**src/rtl/fbb_pkg.sv**
```systemverilog
// shared constants, codes and types of the free block bitmap
`default_nettype none
package fbb_pkg;

   localparam int NUM_BLOCKS = 1024;
   localparam int BLOCK_BITS = 8;
   localparam int MAP_BYTES = NUM_BLOCKS / BLOCK_BITS;
   localparam int ADDR_W = $clog2(MAP_BYTES);
   localparam int BIT_W = $clog2(BLOCK_BITS);
   localparam int POS_W = ADDR_W + BIT_W;
   localparam int CSR_W = 8;
   localparam int KIND_W = 2;
   localparam int STATUS_W = 2;

   localparam logic [KIND_W-1:0] KIND_MARK_USED = 2'd0;
   localparam logic [KIND_W-1:0] KIND_MARK_FREE = 2'd1;
   localparam logic [KIND_W-1:0] KIND_TEST = 2'd2;
   localparam logic [KIND_W-1:0] KIND_SEARCH = 2'd3;

   localparam logic [STATUS_W-1:0] STATUS_OK = 2'd0;
   localparam logic [STATUS_W-1:0] STATUS_NO_FREE = 2'd1;
   localparam logic [STATUS_W-1:0] STATUS_RANGE = 2'd2;

   localparam logic [CSR_W-1:0] CSR_RESET = CSR_W'(MAP_BYTES);

   typedef struct packed {
      logic [BLOCK_BITS-1:0] new_byte;
      logic                  bit_value;
      logic                  has_free;
      logic [BIT_W-1:0]      free_bit;
   } byte_result_type;

endpackage
`default_nettype wire

```
**src/rtl/fbb_byte_unit.sv**
```systemverilog
// shared byte unit: bit update, bit test and lowest free bit search
`default_nettype none
module fbb_byte_unit (
   input  wire logic [fbb_pkg::BLOCK_BITS-1:0] byte_in,
   input  wire logic [fbb_pkg::KIND_W-1:0]     kind,
   input  wire logic [fbb_pkg::BIT_W-1:0]      bit_sel,
   output fbb_pkg::byte_result_type            result
);

   logic [fbb_pkg::BLOCK_BITS-1:0] mask;

   always_comb begin
      mask = '0;
      mask[bit_sel] = 1'b1;
      result = '0;
      result.bit_value = byte_in[bit_sel];
      case (kind)
         fbb_pkg::KIND_MARK_USED: result.new_byte = byte_in | mask;
         fbb_pkg::KIND_MARK_FREE: result.new_byte = byte_in & ~mask;
         default:                 result.new_byte = byte_in;
      endcase
      for (int i = fbb_pkg::BLOCK_BITS - 1; i >= 0; i--) begin
         if (!byte_in[i]) begin
            result.has_free = 1'b1;
            result.free_bit = fbb_pkg::BIT_W'(i);
         end
      end
   end

endmodule
`default_nettype wire

```
**src/rtl/free_block_bitmap.sv**
```systemverilog
// top level of the free block bitmap allocator
// A mark or test transaction runs from acceptance to the result register in order:
// the accept cycle starts the memory read, the byte state updates or tests through
// the byte unit, and the result state loads the result. A search reads one map
// byte per cycle, through the registered read of the map memory, from byte 0
// upward and stops at the first byte with a zero bit; the bytes scanned number at
// most bytes_in_use, capped at 128. Out-of-range positions and a search with no
// bytes in use go straight from acceptance to the result state. One transaction
// is in flight at a time; a finished result may wait in the output register while
// the next transaction is accepted and processed. The map needs no clearing pass:
// per-byte valid bits make unwritten bytes read as free, with block 0 used.
`default_nettype none
module free_block_bitmap (
   input  wire logic                          clock,
   input  wire logic                          reset,
   input  wire logic                          req_valid,
   output logic                               req_stall,
   input  wire logic [fbb_pkg::KIND_W-1:0]    req_kind,
   input  wire logic [fbb_pkg::POS_W-1:0]     req_position,
   output logic                               rsp_valid,
   input  wire logic                          rsp_stall,
   output logic                               rsp_bit_value,
   output logic [fbb_pkg::POS_W-1:0]          rsp_free_index,
   output logic [fbb_pkg::STATUS_W-1:0]       rsp_status,
   input  wire logic                          csr_wr_en,
   input  wire logic [fbb_pkg::CSR_W-1:0]     csr_wr_data
);

   typedef enum logic [1:0] {
      S_IDLE,
      S_BYTE,
      S_SCAN,
      S_RES
   } state_type;

   state_type state_ff, state_in;

   logic [fbb_pkg::CSR_W-1:0]      bytes_ff;
   logic [fbb_pkg::CSR_W-1:0]      limit_ff, limit_in, limit_now;
   logic [fbb_pkg::KIND_W-1:0]     kind_ff, kind_in;
   logic [fbb_pkg::ADDR_W-1:0]     addr_ff, addr_in;
   logic [fbb_pkg::ADDR_W-1:0]     scan_ff, scan_in;
   logic [fbb_pkg::BIT_W-1:0]      bit_ff, bit_in;
   logic                           res_bit_ff, res_bit_in;
   logic [fbb_pkg::POS_W-1:0]      res_idx_ff, res_idx_in;
   logic [fbb_pkg::STATUS_W-1:0]   res_status_ff, res_status_in;
   logic                           rsp_valid_ff, rsp_valid_in;
   logic                           rsp_bit_ff;
   logic [fbb_pkg::POS_W-1:0]      rsp_idx_ff;
   logic [fbb_pkg::STATUS_W-1:0]   rsp_status_ff;

   logic [fbb_pkg::BLOCK_BITS-1:0] map_mem [fbb_pkg::MAP_BYTES];
   logic [fbb_pkg::MAP_BYTES-1:0]  entry_vld_ff;
   logic [fbb_pkg::BLOCK_BITS-1:0] mem_q_ff;
   logic                           vld_q_ff;
   logic                           first_q_ff;
   logic [fbb_pkg::ADDR_W-1:0]     rd_addr;
   logic                           mem_we;
   logic [fbb_pkg::BLOCK_BITS-1:0] cur_byte;
   logic                           req_take;
   logic                           out_free;
   logic                           in_range;
   logic                           last_byte;

   fbb_pkg::byte_result_type       unit_res;

   fbb_byte_unit u_byte_unit (
      .byte_in (cur_byte),
      .kind    (kind_ff),
      .bit_sel (bit_ff),
      .result  (unit_res)
   );

   assign req_take  = req_valid && !req_stall;
   assign req_stall = (state_ff != S_IDLE);
   assign out_free  = !rsp_valid_ff || !rsp_stall;
   assign limit_now = (bytes_ff > fbb_pkg::CSR_RESET) ? fbb_pkg::CSR_RESET : bytes_ff;
   assign in_range  = {1'b0, req_position} < {limit_now, 3'b000};
   assign cur_byte  = vld_q_ff ? mem_q_ff
                               : {{(fbb_pkg::BLOCK_BITS-1){1'b0}}, first_q_ff};
   assign last_byte = ({1'b0, addr_ff} + 8'd1) == limit_ff;
   assign mem_we    = (state_ff == S_BYTE) &&
                      ((kind_ff == fbb_pkg::KIND_MARK_USED) ||
                       (kind_ff == fbb_pkg::KIND_MARK_FREE));
   assign rd_addr   = (state_ff == S_SCAN) ? scan_ff
                    : (req_kind == fbb_pkg::KIND_SEARCH) ? '0
                    : req_position[fbb_pkg::POS_W-1:fbb_pkg::BIT_W];

   // sequencer
   always_comb begin
      state_in      = state_ff;
      limit_in      = limit_ff;
      kind_in       = kind_ff;
      addr_in       = addr_ff;
      scan_in       = scan_ff;
      bit_in        = bit_ff;
      res_bit_in    = res_bit_ff;
      res_idx_in    = res_idx_ff;
      res_status_in = res_status_ff;
      unique case (state_ff)
         S_IDLE: begin
            if (req_take) begin
               kind_in       = req_kind;
               limit_in      = limit_now;
               addr_in       = req_position[fbb_pkg::POS_W-1:fbb_pkg::BIT_W];
               bit_in        = req_position[fbb_pkg::BIT_W-1:0];
               res_bit_in    = 1'b0;
               res_idx_in    = '0;
               res_status_in = fbb_pkg::STATUS_OK;
               if (req_kind == fbb_pkg::KIND_SEARCH) begin
                  addr_in = '0;
                  scan_in = fbb_pkg::ADDR_W'(1);
                  if (limit_now == '0) begin
                     res_status_in = fbb_pkg::STATUS_NO_FREE;
                     state_in      = S_RES;
                  end else begin
                     state_in = S_SCAN;
                  end
               end else if (!in_range) begin
                  res_status_in = fbb_pkg::STATUS_RANGE;
                  state_in      = S_RES;
               end else begin
                  state_in = S_BYTE;
               end
            end
         end
         S_BYTE: begin
            if (kind_ff == fbb_pkg::KIND_TEST) begin
               res_bit_in = unit_res.bit_value;
            end
            state_in = S_RES;
         end
         S_SCAN: begin
            if (unit_res.has_free) begin
               res_idx_in = {addr_ff, unit_res.free_bit};
               state_in   = S_RES;
            end else if (last_byte) begin
               res_status_in = fbb_pkg::STATUS_NO_FREE;
               state_in      = S_RES;
            end else begin
               addr_in = addr_ff + fbb_pkg::ADDR_W'(1);
               scan_in = scan_ff + fbb_pkg::ADDR_W'(1);
            end
         end
         S_RES: begin
            if (out_free) begin
               state_in = S_IDLE;
            end
         end
         default: state_in = S_IDLE;
      endcase
   end

   assign rsp_valid_in = ((state_ff == S_RES) && out_free) || (rsp_valid_ff && rsp_stall);

   always_ff @(posedge clock) begin
      if (reset) begin
         state_ff     <= S_IDLE;
         rsp_valid_ff <= 1'b0;
         bytes_ff     <= fbb_pkg::CSR_RESET;
      end else begin
         state_ff     <= state_in;
         rsp_valid_ff <= rsp_valid_in;
         if (csr_wr_en) begin
            bytes_ff <= csr_wr_data;
         end
      end
      limit_ff      <= limit_in;
      kind_ff       <= kind_in;
      addr_ff       <= addr_in;
      scan_ff       <= scan_in;
      bit_ff        <= bit_in;
      res_bit_ff    <= res_bit_in;
      res_idx_ff    <= res_idx_in;
      res_status_ff <= res_status_in;
      if ((state_ff == S_RES) && out_free) begin
         rsp_bit_ff    <= res_bit_ff;
         rsp_idx_ff    <= res_idx_ff;
         rsp_status_ff <= res_status_ff;
      end
   end

   // map memory with registered read
   always_ff @(posedge clock) begin
      if (mem_we) begin
         map_mem[addr_ff] <= unit_res.new_byte;
      end
      mem_q_ff   <= map_mem[rd_addr];
      vld_q_ff   <= entry_vld_ff[rd_addr];
      first_q_ff <= (rd_addr == '0);
   end

   always_ff @(posedge clock) begin
      if (reset) begin
         entry_vld_ff <= '0;
      end else if (mem_we) begin
         entry_vld_ff[addr_ff] <= 1'b1;
      end
   end

   assign rsp_valid      = rsp_valid_ff;
   assign rsp_bit_value  = rsp_bit_ff;
   assign rsp_free_index = rsp_idx_ff;
   assign rsp_status     = rsp_status_ff;

`ifndef SYNTH
   a_accept_busy: assert property (@(posedge clock) disable iff (reset)
      req_take |=> state_ff != S_IDLE)
      else $error("accepted transaction left sequencer idle");

   a_rsp_from_res: assert property (@(posedge clock) disable iff (reset)
      $rose(rsp_valid_ff) |-> $past(state_ff == S_RES))
      else $error("response raised outside result state");

   a_no_test_write: assert property (@(posedge clock) disable iff (reset)
      (state_ff == S_BYTE) && (kind_ff == fbb_pkg::KIND_TEST) |-> !mem_we)
      else $error("test transaction wrote the map");

   a_scan_bound: assert property (@(posedge clock) disable iff (reset)
      state_ff == S_SCAN |-> ({1'b0, addr_ff} < limit_ff))
      else $error("search scanned beyond bytes in use");
`endif

endmodule
`default_nettype wire

```
**config.mk**
```make
export PLATFORM = sky130hd
export DESIGN_NAME = free_block_bitmap
export DESIGN_NICKNAME = d
export VERILOG_FILES = /design/src/rtl/fbb_pkg.sv /design/src/rtl/fbb_byte_unit.sv /design/src/rtl/free_block_bitmap.sv
export SDC_FILE = /design/constraint.sdc
export NUM_CORES = 1
export LEC_CHECK = 0
export BUFFER_PORTS_ARGS = -buffer_cell sky130_fd_sc_hd__buf_2
export CORE_MARGIN = 2
export CORE_UTILIZATION = 40
export CTS_CLUSTER_DIAMETER = 40
export DETAILED_ROUTE_END_ITERATION = 12
export PLACE_DENSITY = 0.64
export SLEW_MARGIN = 10
export SYNTH_ARGS = -nofsm -noshare
export SYNTH_HDL_FRONTEND = slang
export SYNTH_SLANG_ARGS = --single-unit
```
**constraint.sdc**
```tcl
create_clock -name clock -period 19.5 [get_ports clock]
set_clock_uncertainty 0.15 [all_clocks]
set_input_delay 2.925 -clock clock [delete_from_list [all_inputs] [get_ports clock]]
set_output_delay 2.925 -clock clock [all_outputs]
set_load 0.02 [all_outputs]
```
* Word-level counts from Yosys, hierarchy flattened
Memory sizes are Yosys's and may differ from the RTL's. A register that Yosys moved wholly into a read port is not among the register bits.
Index checks and enable logic that the tools add are counted.
Widths: inputs -> output; s select.
** Word-level totals
- Flip-flop bits (word level) :: 194
- Latch bits :: 0
- RAM bits :: 1024
- Memory bits (read-only) :: 0
- Output and inout port bits :: 15
- Word-level logic and storage cells :: 127
- Memories kept :: 1
** Memory list
- map_mem :: depth 128, width 8, rd ports 1, clocked after Yosys merged registers in 1, write ports 1, RTL line free_block_bitmap.sv:52 : logic [fbb_pkg::BLOCK_BITS-1:0] map_mem [fbb_pkg::MAP_BYTES];
** Operators by class
- Add/subtract/negate cells :: 3
- Multipliers :: 0
- Divide/modulo/power cells :: 0
- Order comparisons :: 7
- Equal/unequal tests :: 16
- Shift operators :: 0
- Muxes and demuxes :: 53
- Bitwise logic cells :: 4
- Reduce and logical (&&, ||, !) cells :: 26
** Operator list (number)
- $or 128x128->128 :: 1
- $mux 7 :: 9
- $mux 4 :: 8
- $pmux 7 s2 :: 2
- $mux 2 :: 11
- $mux 10 :: 2
- $pmux 10 s2 :: 1
- $lt 7x8->1 const B :: 2
- $mux 8 :: 2
- $pmux 8 s2 :: 1
- $add 7x1->7 const B :: 2
- $ne 2x2->1 const B :: 6
- $lt 10x11->1 :: 1
- $mux 1 :: 10
- $reduce_and 3->1 :: 3
- $add 7x1->8 const B :: 1
- $and 8x8->8 :: 1
- $eq 2x2->1 const B :: 4
- $eq 8x8->1 :: 1
- $gt 8x8->1 const B :: 1
- $logic_not 8->1 :: 1
- $not 8->8 :: 1
- $or 8x8->8 :: 1
- $pmux 2 s4 :: 1
- 21 further kinds :: 36

* Logic depth before layout (Yosys ltp)
Gate-level depths: netlist (run 1).
- Word-level depth :: 11
- Mapped depth :: 15
- Mapped depth without buffers :: 10

* Modules after synthesis
Synthesis (run 1) repeated with hierarchy kept, for this count alone.
** Second synthesis, totals
- Cells, all modules :: 3695
- Area, all modules :: 49028.3 um2
** By module, submodules not included
- free_block_bitmap :: times used 1, cells an instance 3650, area each 48734.2 um2, seq. area each 35323.9 um2
- fbb_byte_unit :: times used 1, cells an instance 45, area each 294.0 um2, seq. area each 0.0 um2

* Worst setup path after synthesis (run 1)
No wires, ideal clock.
- Path type :: reg2reg
- Start :: register bit_ff[0] in the netlist's numbering
- End :: memory map_mem[0][4] in the netlist's numbering, data pin
- Arrival :: 7.868 ns
- Required time :: 17.760 ns
- Setup slack :: 9.892 ns
- Cell stages (with the launch flop) :: 3
- Period minus slack after synthesis :: 9.608 ns
- Cell sequence :: edfxtp_1 -> clkbuf_1 -> o41ai_1
** RTL lines
- from (decl) :: RTL line free_block_bitmap.sv:43 : logic [fbb_pkg::BIT_W-1:0] bit_ff, bit_in;
- from (signal assigned) :: RTL line free_block_bitmap.sv:172 : bit_ff <= bit_in;
- to (decl) :: RTL line free_block_bitmap.sv:52

* Final worst setup path (run 1)
- Start :: input port req_kind[0] in the netlist's numbering
- End :: register mem_q_ff[1] in the netlist's numbering, read port of map_mem
** On the way
- Word-level cells in the longest chain between the ends :: 3
** Ends and longest elaborated chain
- from (decl) :: RTL line free_block_bitmap.sv:18 : input wire logic [fbb_pkg::KIND_W-1:0] req_kind,
- $eq 2x2->1 :: RTL line free_block_bitmap.sv:86 : : (req_kind == fbb_pkg::KIND_SEARCH) ? '0
- $mux 7 :: RTL line free_block_bitmap.sv:86
- $mux 7 :: RTL line free_block_bitmap.sv:85 : assign rd_addr = (state_ff == S_SCAN) ? scan_ff
- to (decl) :: RTL line free_block_bitmap.sv:54 : logic [fbb_pkg::BLOCK_BITS-1:0] mem_q_ff;
Every way passes these cells.
A chain may end at the register's enable or synchronous reset.

==> results of run 1 <==
## report_power, final
part | total [mW] | internal (mW) | leakage (nW) | switching [mW]
Sequential | 3.34 | 3.25 | 11.1 | 0.0945
Clock | 2.69 | 1.61 | 2.28 | 1.08
Combinational | 1.78 | 0.419 | 5.43 | 1.36
## cells by family after synthesis
family / after synthesis
and+or+nand+nor: 1754
muxes: 152
adders and majority gates: 13
xor gates and xnor gates: 18
buffers and inverters: 264
DFF: 1226
AOI/OAI and AO/OA: 484
## state kept, by name, indices dropped and copies added (netlist names), 8 cells and up
signal	flops
bytes_ff	8
entry_vld_ff	128
limit_ff	8
map_mem	1024
mem_q_ff	8
res_idx_ff	10
rsp_free_index	10
## cell type report
type                            count  area share, %
Tap cell                         1625           3.66
Timing Repair Buffer              103           1.32
Clock buffer                      174           6.64
Multi-Input combinational cell   2421           22.8
Sequential cell                  1226           63.5
Clock inverter                     82           1.94
Inverter                           16          0.108
## metrics by stage
stage	cell area (um2)	utilization [%]
6_report	55600	45.6
3_3_place_gp	50800	41.7
2_1_floorplan	49100	-
4_1_cts	55600	45.6
5_1_grt	55600	45.6
3_5_place_dp	50800	41.7
## critical path: stages
cell and delay (ps):
buf_2 130, a21oi_4 310, a21o_4 700, buf_12 500, buf_4 760, buf_4 820
mux2i_1 270, a221oi_1 110, a31oi_1 200, o21ai_0 90, nor4_1 630, a22oi_1 130
## per-layer routing
metal | share of wire (%) | routed length [um]
met4 | 3.2 | 4260
met1 | 41 | 54800
met5 | 0 | 0
met2 | 47 | 61700
met3 | 8.7 | 11600
## cells in the mapped netlist, types with 13 or more instances
| library cell | n |
|---|---|
| a22oi_1 | 18 |
| buf_4 | 38 |
| dfxtp_1 | 149 |
| a221oi_1 | 45 |
| inv_1 | 16 |
| nand4_1 | 16 |
| o41ai_1 | 15 |
| and3_1 | 15 |
| o21ba_2 | 22 |
| nor3_1 | 33 |
| o21ai_0 | 37 |
| mux2i_1 | 148 |
| a32oi_1 | 19 |
| buf_1 | 18 |
| a31oi_1 | 58 |
| nor2_1 | 371 |
| nor4_1 | 21 |
| ha_1 | 13 |
| buf_2 | 97 |
| a21oi_1 | 180 |
| clkbuf_1 | 85 |
| edfxtp_1 | 1077 |
| nand3_1 | 380 |
| nand2_1 | 875 |
## final timing paths
check	end	slack, ps	from	cells after the start
worst max-delay path	mem_q_ff[1]	12090	req_kind[0]	12
worst min-delay path	rsp_status[0]	270	res_status_ff[0]	0
worst max register to register	mem_q_ff[1]	13250	state_ff[0]	14
worst min register to register	rsp_status[0]	270	res_status_ff[0]	0
==> results.json, run 1 <==
{
  "rows": 128,
  "synth_top_area_share_pct": 65.8,
  "portBuffers": 39,
  "fp.dieH_um": 355,
  "drt-wirelength-per-cell_um": 23.4,
  "required_ps": 19910,
  "slew_viol_final": 0,
  "power_leakage_nw": 18.8,
  "core_um2": 122000,
  "whs_ps": 268,
  "area_growth_syn_to_layout_pct": 13.1,
  "post_cts_resized": 0,
  "diodes": 0,
  "synth_seq_cells": 1226,
  "drt_wl_total_mm": 132,
  "antenna_found_initial": 1,
  "multi_input_area_um2": 12700,
  "synth_top_family_by_area": "simple AND/OR/NAND/NOR gates",
  "place_inst": 5391,
  "nFillCells": 10700,
  "final_cell_mix": "edfxtp_1 (1077), nand2_1 (872), nand3_1 (380), nor2_1 (370), a21oi_1 (178)",
  "cts.path.max_buffers": 3,
  "syn_area_um2": 49100,
  "place.gp.congestion": 0.842,
  "setup_slack_ps": 12090,
  "endpoint_kind": "register",
  "synth_mux_area_share_pct": 3.13,
  "ir_worst_vdd_mv": 0.133,
  "met3_usage_pct": 3.39,
  "grt_pass1_wl_mm": 197,
  "routed_via_density": 5.63,
  "ant_nets": 0,
  "clock_latency_ps": 750,
  "pre_cts_ws_ps": 11300,
  "drc": 0,
  "yosysUniqueCellTypes": 61,
  "setup_tns_ps": 0,
  "grt.overflow.total": 0,
  "grt_pass1_vias": 30200,
  "crit_arrival_ps": 7820,
  "yosysWarnings": 0,
  "dpl.hpwl_mm": 73.7,
  "ys_seq_area_share_pct": 71.9,
  "worst_pin_slew_ps": 1440,
  "setup_violations": 0,
  "fmax_ghz": 0.135,
  "grt_max_degree": 146,
  "synth-xor-area-share_pct": 0.321,
  "avgSynthCellArea_um2": 12.6,
  "die_w_um": 355,
  "syn_inst": 3911,
  "regArea_um2": 35300,
  "grt_usage_pct": 20.7,
  "nNetsFinal": 3944,
  "rsz0062_at_grt": "false",
  "totalPowerFinal_mw": 7.81,
  "synth_simple_gate_area_share_pct": 15.0,
  "synth.largest_area_cell": "edfxtp_1",
  "pin_count": 40,
  "final_layout_size_suffix_gt1_share_pct": 9.60,
  "floorplan.initialDensity_pct": 40.3,
  "drtIter0Drc": 3873,
  "synth.net_count": 3949,
  "yosys.area_share.adder_pct": 0.331,
  "synthTopCellsByArea": "edfxtp_1 (66%), nand2_1 (6.7%), dfxtp_1 (6.1%), nand3_1 (3.9%), mux2i_1 (3.0%)",
  "grt_use_met2_pct": 32.8,
  "layout.cells.non_filler": 5647,
  "use_met1_pct": 28.8,
  "cts_tree": "done",
  "postCtsHoldBufs": 0,
  "cts_root_buf": "clkbuf_16",
  "drtPass1Iterations": 6,
  "hold_viol_final": 0,
  "fin_crit_sh_pct": 38.0,
  "cellPowerDensity_nw_per_um2": 141,
  "hold_class": "reg -> reg",
  "synth_compound_area_share_pct": 6.67,
  "final_common_cell": "edfxtp_1",
  "die_area_um2": 126000,
  "ys.flop_type": "edfxtp_1",
  "cts_setup_buffers": 0,
  "synth_edf_count": 1077,
  "layout_min_cycle_time_ps": 7410,
  "max-slew-margin-rel_pct": 3.24,
  "path_max_fanout": 130,
  "htree_levels": 4,
  "via_count": 31800,
  "clkTransAtPathRegs_ps": 60,
  "status": "finished, final reports clean",
  "cap_viol_max_count": 0,
  "crit_type": "in -> reg",
  "start_kind": "primary input",
  "cts_buffers": 138,
  "busiest_layer": "met2",
  "cts_sinks": 1226,
  "synthArstFlopShare_pct": 0
}
(Power assumes the default switching activity.)
==> inputs of run 2 (changes only) <==
Settings changed: PLACE_DENSITY 0.64 to 0.66.
Clock period 19.5 ns to 6.7 ns, I/O delays scaled along.
==> run 2 against run 1 <==
Register-to-register slack lost 12000 ps. Clock power rose to 2.8 times the previous value. Cell area up 0.20%. Critical path depth decreased by 1. Sequential cell count is the same. Clock-buffer cell count decreased by 5. Non-clock buffer count grew 16. Utilization rose by 0.091 points. Wire length up 0.23%. First-iteration DRC count decreased by 0.65%. Largest power group unchanged. Highest routed layer unchanged.
==> results.json, run 2 (synthesized netlist as in run 1, its figures left out) <==
{
  "status": "finished, final reports clean",
  "grt_usage_pct": 20.8,
  "drt-wirelength-per-cell_um": 23.4,
  "cts.path.max_buffers": 3,
  "power.switching_mw": 7.47,
  "floorplan.initialDensity_pct": 40.3,
  "crit_type": "reg -> reg",
  "postCtsHoldBufs": 0,
  "routed_via_density": 5.65,
  "ir_worst_vdd_mv": 0.320,
  "cts_buffers": 140,
  "nNetsFinal": 3962,
  "grt_pass1_vias": 30000,
  "hold_viol_final": 0,
  "grt.overflow.total": 0,
  "cts_tree": "done",
  "pre_cts_ws_ps": 1280,
  "area_growth_syn_to_layout_pct": 13.4,
  "die_w_um": 355,
  "whs_ps": 266,
  "start_kind": "register",
  "fmax_ghz": 0.197,
  "layout.cells.non_filler": 5666,
  "largest_reg_flops": 1024,
  "rrSetupSlack_ps": 1630,
  "drc": 0,
  "drtPass1Iterations": 6,
  "cellPowerDensity_nw_per_um2": 407,
  "required_ps": 7110,
  "grt_max_degree": 126,
  "regMostFlops": "map_mem",
  "internal_power_mw": 15.2,
  "endpoint_kind": "register",
  "final_common_cell": "edfxtp_1",
  "max-slew-margin-rel_pct": 17.9,
  "cts_setup_buffers": 0,
  "cts_root_buf": "clkbuf_16",
  "cap_viol_max_count": 0,
  "setup_slack_ps": 1630,
  "post-route-util_pct": 45.7,
  "path_max_fanout": 45,
  "final_layout_size_suffix_gt1_share_pct": 10.1,
  "dpl.hpwl_mm": 76.1,
  "power_leakage_nw": 18.9,
  "via_count": 32000,
  "critPathMaxStageDelay_ps": 770,
  "htree_levels": 4,
  "largestRegisters": "map_mem (1024), entry_vld_ff (128)",
  "crit_top_cell": "o21ai_0",
  "switching_share_pct": 33.0,
  "rr_worst_depth": 11,
  "setup_tns_ps": 0,
  "drtIter0Drc": 3848,
  "place.gp.congestion": 0.870,
  "crit_arrival_ps": 5480,
  "slew_viol_final": 0,
  "post_dp_cell_area_um2": 51000,
  "clkPwrFrac_pct": 33.8,
  "clkTransAtPathRegs_ps": 60,
  "final_cell_mix": "edfxtp_1 (1077), nand2_1 (871), nand3_1 (380), nor2_1 (370), a21oi_1 (178)",
  "portBuffers": 39,
  "rsz0062_at_grt": "false",
  "grt_pass1_wl_mm": 198,
  "fin_crit_sh_pct": 75.7,
  "seq_power_share_pct": 42.7,
  "cts_sinks": 1226,
  "setup_violations": 0,
  "pin_count": 40,
  "crit_chain": "inv_1, ha_1, and2_1, a21o_4, buf_4, mux2i_1, a221oi_1, o21ai_0, o21ai_0, nor4_2, a22oi_1",
  "fin_area_um2": 55700,
  "place_inst": 5407,
  "die_area_um2": 126000,
  "diodes": 0,
  "rows": 128,
  "layout_min_cycle_time_ps": 5070,
  "fp.dieH_um": 355,
  "crit_slowest_cell": "nor4_2",
  "post_cts_resized": 0,
  "share_comb_of_total_power_pct": 23.4,
  "drt_wl_total_mm": 133,
  "worst_pin_slew_ps": 1230,
  "antenna_found_initial": 0,
  "ant_nets": 0,
  "hold_class": "reg -> reg",
  "totalPowerFinal_mw": 22.7,
  "core_um2": 122000,
  "clock_latency_ps": 760,
  "hold_depth": 0
}
-- run 2: power groups by stage --
stage | registers, mW | logic (mW) | clock network, mW
floorplan | 9.90 | 3.21 | 0
global placement | 9.83 | 5.17 | 0
detailed placement | 9.83 | 5.23 | 0
CTS | 9.67 | 5.25 | 7.73
global route | 9.70 | 5.66 | 8.02
finish | 9.68 | 5.31 | 7.66
-- run 2: path summary, 6_finish.rpt --
check | startpoint | endpoint
hold / removal | res_idx_ff[3] | rsp_free_index[3]
setup reg to reg | state_ff[0] | mem_q_ff[2]
hold reg to reg | res_idx_ff[3] | rsp_free_index[3]
setup / recovery | state_ff[0] | mem_q_ff[2]
-- run 2: area by class of cell --
type | instances | area (um2)
fill | 10600 | 66200
sequential | 1226 | 35300
multi-input combinational | 2421 | 12700
clock buffer | 169 | 3710
tap | 1625 | 2030
clock inverter | 90 | 960
timing repair buffer | 119 | 927
inverter | 16 | 60.1
-- run 2: critical path: cells and delay by family, from the launching register on --
family / cells / cell delay (ps)
AND/OR/NAND/NOR: 2 / 1110
multiplexers: 1 / 270
flip-flops: 1 / 330
adder cells (fa/ha/maj): 1 / 670
buffers and inverters: 2 / 700
AO/OA/AOI/OAI: 5 / 1580
-- run 2: layer usage --
metal / vias to the layer above / routed length (um) / GRT usage [%]
li1: 14300 / - / -
met1: 15800 / 54500 / 29.1
met2: 1610 / 60700 / 31.8
met3: 283 / 12700 / 4.19
met4: 0 / 4780 / 8.19
met5: - / 0 / 0
